<file path="config.mk">
export PLATFORM = sky130hd
export DESIGN_NAME = klfrc_store
export DESIGN_NICKNAME = d
export VERILOG_FILES = /design/src/sv/klfrc_pkg.sv /design/src/sv/klfrc_store.sv
export SDC_FILE = /design/constraint.sdc
export NUM_CORES = 2
export LEC_CHECK = 0
export ABC_AREA = 0
export BUFFER_PORTS_ARGS = -buffer_cell sky130_fd_sc_hd__buf_2
export CORE_ASPECT_RATIO = 0.8
export CORE_MARGIN = 2
export CORE_UTILIZATION = 36
export DETAILED_ROUTE_END_ITERATION = 6
export HOLD_SLACK_MARGIN = 0.03
export PLACE_DENSITY = 0.52
export SYNTH_ARGS = -nofsm -noshare
export SYNTH_HDL_FRONTEND = slang
export SYNTH_SLANG_ARGS = --single-unit
export TNS_END_PERCENT = 5
</file>
<file path="constraint.sdc">
create_clock -name clk -period 3.5 [get_ports clk]
set_clock_uncertainty 0.15 [all_clocks]
set_input_delay 0.7 -clock clk [delete_from_list [all_inputs] [get_ports clk]]
set_output_delay 0.7 -clock clk [all_outputs]
set_load 0.03 [all_outputs]
</file>
<file path="src/sv/klfrc_pkg.sv">
// Package of the K-Line frame receiver: status and kind codes, frame constants,
// and the frame store write request type. No dependencies.
package klfrc_pkg;

	typedef logic [3:0] status_t;
	typedef logic [1:0] kind_t;

	localparam kind_t KIND_ARM  = 2'd0;
	localparam kind_t KIND_BYTE = 2'd1;
	localparam kind_t KIND_READ = 2'd2;

	localparam status_t ST_NONE      = 4'd0;
	localparam status_t ST_READY     = 4'd0;
	localparam status_t ST_RECEIVING = 4'd1;
	localparam status_t ST_OK        = 4'd2;
	localparam status_t ST_IDLE      = 4'd3;
	localparam status_t ST_BAD_START = 4'd4;
	localparam status_t ST_LENGTH    = 4'd5;
	localparam status_t ST_TOO_LONG  = 4'd6;
	localparam status_t ST_FOREIGN   = 4'd7;
	localparam status_t ST_SENDER    = 4'd8;
	localparam status_t ST_NEGATIVE  = 4'd9;
	localparam status_t ST_TYPE      = 4'd10;
	localparam status_t ST_CHECKSUM  = 4'd11;

	localparam int BUFFER_DEPTH_DEF = 256;
	localparam int ECHO_MAX_DEF     = 16;
	localparam int ECHO_COUNT_W     = 5;

	localparam logic [7:0] FORMAT_BASE      = 8'h80;
	localparam logic [7:0] ANSWER_WITH_TYPE = 8'h61;
	localparam logic [8:0] LINE_LIMIT       = 9'd132;
	localparam logic [2:0] HDR_SHORT        = 3'd3;
	localparam logic [2:0] HDR_LONG         = 3'd4;
	localparam logic [7:0] POS_FORMAT       = 8'd0;
	localparam logic [7:0] POS_TARGET       = 8'd1;
	localparam logic [7:0] POS_SOURCE       = 8'd2;
	localparam logic [7:0] POS_LENGTH       = 8'd3;

	// APB register indexes, taken from paddr[3:2].
	localparam logic [1:0] REG_OWN_ADDR  = 2'd0;
	localparam logic [1:0] REG_ECU_ADDR  = 2'd1;
	localparam logic [1:0] REG_ANSWER    = 2'd2;
	localparam logic [1:0] REG_DATA_TYPE = 2'd3;

	typedef struct packed {
		logic       en;
		logic [7:0] addr;
		logic [7:0] data;
	} store_wr_t;

endpackage

</file>
<file path="src/sv/klfrc_store.sv">
// Frame store of the K-Line frame receiver: one write port, one read port
// with registered read data. Depends on klfrc_pkg.
module klfrc_store #(
	parameter int DEPTH = klfrc_pkg::BUFFER_DEPTH_DEF
) (
	input  logic                  clk,
	input  klfrc_pkg::store_wr_t  wr,
	input  logic                  rd_en,
	input  logic [7:0]            rd_addr,
	output logic [7:0]            rd_data
);
	import klfrc_pkg::*;

	localparam int AW = $clog2(DEPTH);

	logic [7:0] mem [DEPTH];
	logic [7:0] rd_data_q;

	always_ff @(posedge clk) begin
		if (wr.en) begin
			mem[wr.addr[AW-1:0]] <= wr.data;
		end
	end

	always_ff @(posedge clk) begin
		if (rd_en) begin
			rd_data_q <= mem[rd_addr[AW-1:0]];
		end
	end

	assign rd_data = rd_data_q;

endmodule

</file>
# Word-level counts from Yosys, hierarchy flattened
# Memory sizes are Yosys's and may differ from the RTL's. A register that Yosys moved wholly into a read port is not among the register bits.
# Cells that the tools add are included.
# totals
ff_bits	0
latchBits	0
ramBits	2048
rom_bits	0
output_inout_bits	8
elab_cells	3
n_memories	1
# mem_list
memory	words	word_bits	rd	rd_clocked_by_memory_dff	wr	line	source
mem	256	8	1	1	1	klfrc_store.sv:16	logic [7:0] mem [DEPTH];
# op_classes
n_addsub	0
n_mul	0
div	0
order_cmp	0
eq_ne	0
shifts	0
muxes	2
bitwise_logic	0
reduce_logical	0
# ops
op	n
2-to-1 mux 1 bit	2

# Longest topological paths before layout
# depth
ltp_word	2
ltp_mapped	11
mapped_depth_nobuf	6

# Least setup slack after synthesis
# Ideal clock, no wire load.
# synth_path
path_kind	input -> register
startpoint	input rd_addr[0]
endpoint	register rd_data_q[2] (netlist: rd_data[2]) (read register of mem) (data pin)
setup_ns	0.269
arrival_ns	2.507
setup_slack_ns	0.574
stages	9
path_buffers	4
path_cell_list	buf_6 -> buf_12 -> buf_8 -> buf_2 -> mux4_2 -> a22oi_1 -> a21oi_1 -> nor4_1 -> nor4_2
# synth_rtl
element	line	source
start, declared	klfrc_store.sv:9	input logic [7:0] rd_addr,
end, declared	klfrc_store.sv:17	logic [7:0] rd_data_q;

==> flow_metrics.env <==
export IMPL_status="complete, no violations"
export IMPL_cp_data_arrival_time_ns=3.52
export IMPL_period_minus_slack_ns=3.093
export IMPL_syn_to_final_growth_pct=18.36
export IMPL_vdd_drop_max_mv=0.3621
export IMPL_crit_chain="buf_8 > buf_12 > nor2b_1 > buf_4 > a221oi_1 > o211ai_1 > nand3_1 > nor4_1 > buf_4 > nor4_2"
export IMPL_ys_ff_latch=2056
export IMPL_finish_cell_count_without_fillers=7525
export IMPL_crit_path_end_kind="flip-flop"
export IMPL_synth_area_um2=79640
export IMPL_cts_repair_resized=0
export IMPL_die_x_um=529.8
export IMPL_hpwl_um=141300
export IMPL_nets=4433
export IMPL_synth_top_area_share_pct=77.53
export IMPL_cts_hold_buf=0
export IMPL_path_clk_slew_ns=0.06
export IMPL_ys_types=54
export IMPL_n_fill_cell=19140
export IMPL_fmax_ghz=0.3233
export IMPL_wl_per_cell_um=28.63
export IMPL_htreeDepth=4
export IMPL_crit_path_max_incr_delay_ns=0.70
export IMPL_crit_fanout=26
export IMPL_num_io_pins=35
export IMPL_grt_pass1_vias=40530
export IMPL_clk_latency_ns=0.86
export IMPL_path_class="in -> reg"
export IMPL_synth_area_leader_cell="edfxtp_1"
export IMPL_maxSlewViolCount=0
export IMPL_finalSetupViolations=0
export IMPL_r2r_end="rd_data[2]"
export IMPL_ys_flop_type="edfxtp_1"
export IMPL_cellPowerDensity_nw_per_um2=540.8
export IMPL_netlist_top_cells_area="edfxtp_1 78%, mux4_2 13%, mux2i_1 1.7%, nor2_1 1.3%, a22oi_1 1.3%"
export IMPL_die_y_um=424.7
export IMPL_overflow=0
export IMPL_critPathLaunchType="primary input"
export IMPL_cp_required_ns=3.93
export IMPL_grt_usage_pct=19.08
export IMPL_vias=40453
export IMPL_vias_per_cell=5.376
export IMPL_grt_antenna_before_repair=7
export IMPL_drv_cap=0
export IMPL_ys_top_cells_by_count="2056 x edfxtp_1, 454 x mux4_2, 282 x nor2_1"
export IMPL_power_leakage_nw=30.16
export IMPL_wirelength_um=215500
export IMPL_reg2reg_slack_ns=0.61
export IMPL_setup_worst_path_start="rd_addr[1]"
export IMPL_ant_nets=0
export IMPL_relSlewSlack_pct=7.244
export IMPL_worst_slew_pin_slew_ns=1.356
export IMPL_port_buffers=34
export IMPL_place_congestion=0.8235
export IMPL_reg2regPathDepth=7
export IMPL_min_delay_path_class="in -> reg"
export IMPL_final_cell_area_um2=94260
export IMPL_cpLargestDelayFamily="simple AND/OR/NAND/NOR gates"
export IMPL_final_core_utilization_pct=42.84
export IMPL_clock_sinks=2056
export IMPL_synth_edf_count=2056
export IMPL_core_area_um2=220000
export IMPL_power_mw=50.98
export IMPL_drc=0
export IMPL_grt_max_degree=103
export IMPL_std_cell_rows=154
export IMPL_min_delay_start="wr[6]"
export IMPL_synthCells=3733
export IMPL_synth_most_common_cell="edfxtp_1"
export IMPL_dp_cells=7165
export IMPL_async_reset_ff_share_pct=0
export IMPL_ys_seq_area_share_pct=77.53
export IMPL_crit_top_cell="buf_4"
export IMPL_cts_buffers_inserted=203
export IMPL_min_to="mem[239][6]"
export IMPL_crit_slowest_cell="nor4_1"
export IMPL_start_util_pct=36.19
export IMPL_final_hold_viol_count=0
export IMPL_root_buffer="clkbuf_16"
export IMPL_first_pass_iters=5
export IMPL_holdPathStages=1
export IMPL_cts_tree="built"
export IMPL_critPathBufInv=4
export IMPL_grt_first_pass_wirelength_um=306600
export IMPL_fin_crit_sh_pct=88.37
export IMPL_clockBufferDepth=4
export IMPL_syn_nets=3760
export IMPL_rsz0062_at_grt="no"
export IMPL_drive_above_1_share_pct=31.79
export IMPL_post_cts_buffers=0
export IMPL_placed_area_um2=88050
export IMPL_die_area_um2=225000
export IMPL_r2r_start="mem[161][2]"
export IMPL_yosysWarnings=0
export IMPL_syn_area_per_cell_um2=21.33
export IMPL_drtIter0Drc=4717
[worst max-delay path by stage]
stage | to | cells after the start | slack (ns)
floorplan | rd_data[2] | 9 | 0.57
detailed placement | rd_data[2] | 12 | -0.56
global route | rd_data[2] | 12 | 0.25
CTS | rd_data[2] | 12 | 0.36
global placement | rd_data[2] | 10 | -0.57
finish | rd_data[2] | 10 | 0.41
[per-layer routing]
layer,track usage (%),up-vias,part of all wire (%)
li1,-,17053,-
met1,28.91,21594,45
met2,27.83,1541,44
met3,4.630,265,8.6
met4,4.104,0,2.1
met5,0,-,0
[stage by stage]
stage / TNS (ns) / worst slack [ns] / hold slack, ns
3_3_place_gp: -2.932 / -0.5655 / 0.9676
5_1_grt: 0 / 0.2456 / 0.08556
6_report: 0 / 0.4071 / 0.1107
4_1_cts: 0 / 0.3577 / 0.06264
3_5_place_dp: -2.887 / -0.5628 / 0.9711
2_1_floorplan: 0 / 0.5739 / 0.6489
[where the power goes]
part / switching (mW) / internal, mW
Clock: 9.19 / 11.7
Combinational: 1.76 / 1.10
Sequential: 0.0277 / 27.1
[layout make-up]
class / count / area (µm²) / share of cell area [%]
inverter: 2 / 7.507 / 0.007964
tap: 2964 / 3709 / 3.934
clock inverter: 117 / 967.2 / 1.026
antenna: 3 / 7.507 / 0.007964
timing repair buffer: 701 / 6083 / 6.454
sequential: 2056 / 61740 / 65.50
clock buffer: 240 / 5240 / 5.559
multi-input combinational: 1442 / 16510 / 17.51
[sequential cells by signal, summed over array words and instances (netlist names)]
name / flops
mem: 2048
rd_data: 8
[cells in the final DEF (no fill, tap or decap), types with 24 or more instances in the layout]
cell type	instances
edfxtp_1	2056
nor4_1	24
o22ai_1	28
mux4_2	454
nand3_1	30
mux2i_1	134
nand2_1	33
buf_12	64
nor2_1	279
clkbuf_16	204
nor2b_1	28
buf_4	605
clkbuf_1	36
o221ai_1	46
a22oi_1	133
clkinv_2	35
clkinv_1	52
a21oi_1	96
[worst reg2reg max path: stages (launching register included)]
cell	delay (ns)
edfxtp_1	0.34
mux4_2	0.25
o22a_1	0.13
o21ai_0	0.14
a2111oi_0	1.20
nor3_1	0.09
buf_4	0.21
nor4_2	0.25
[cell families after synthesis]
kind of cell	Yosys count	synth area share [%]
buffers and inverters	235	1.829
DFF	2056	77.53
muxes	591	14.60
and+or+nand+nor	466	2.625
AOI/OAI and AO/OA	385	3.416
Power figures use the tool's default switching activity.
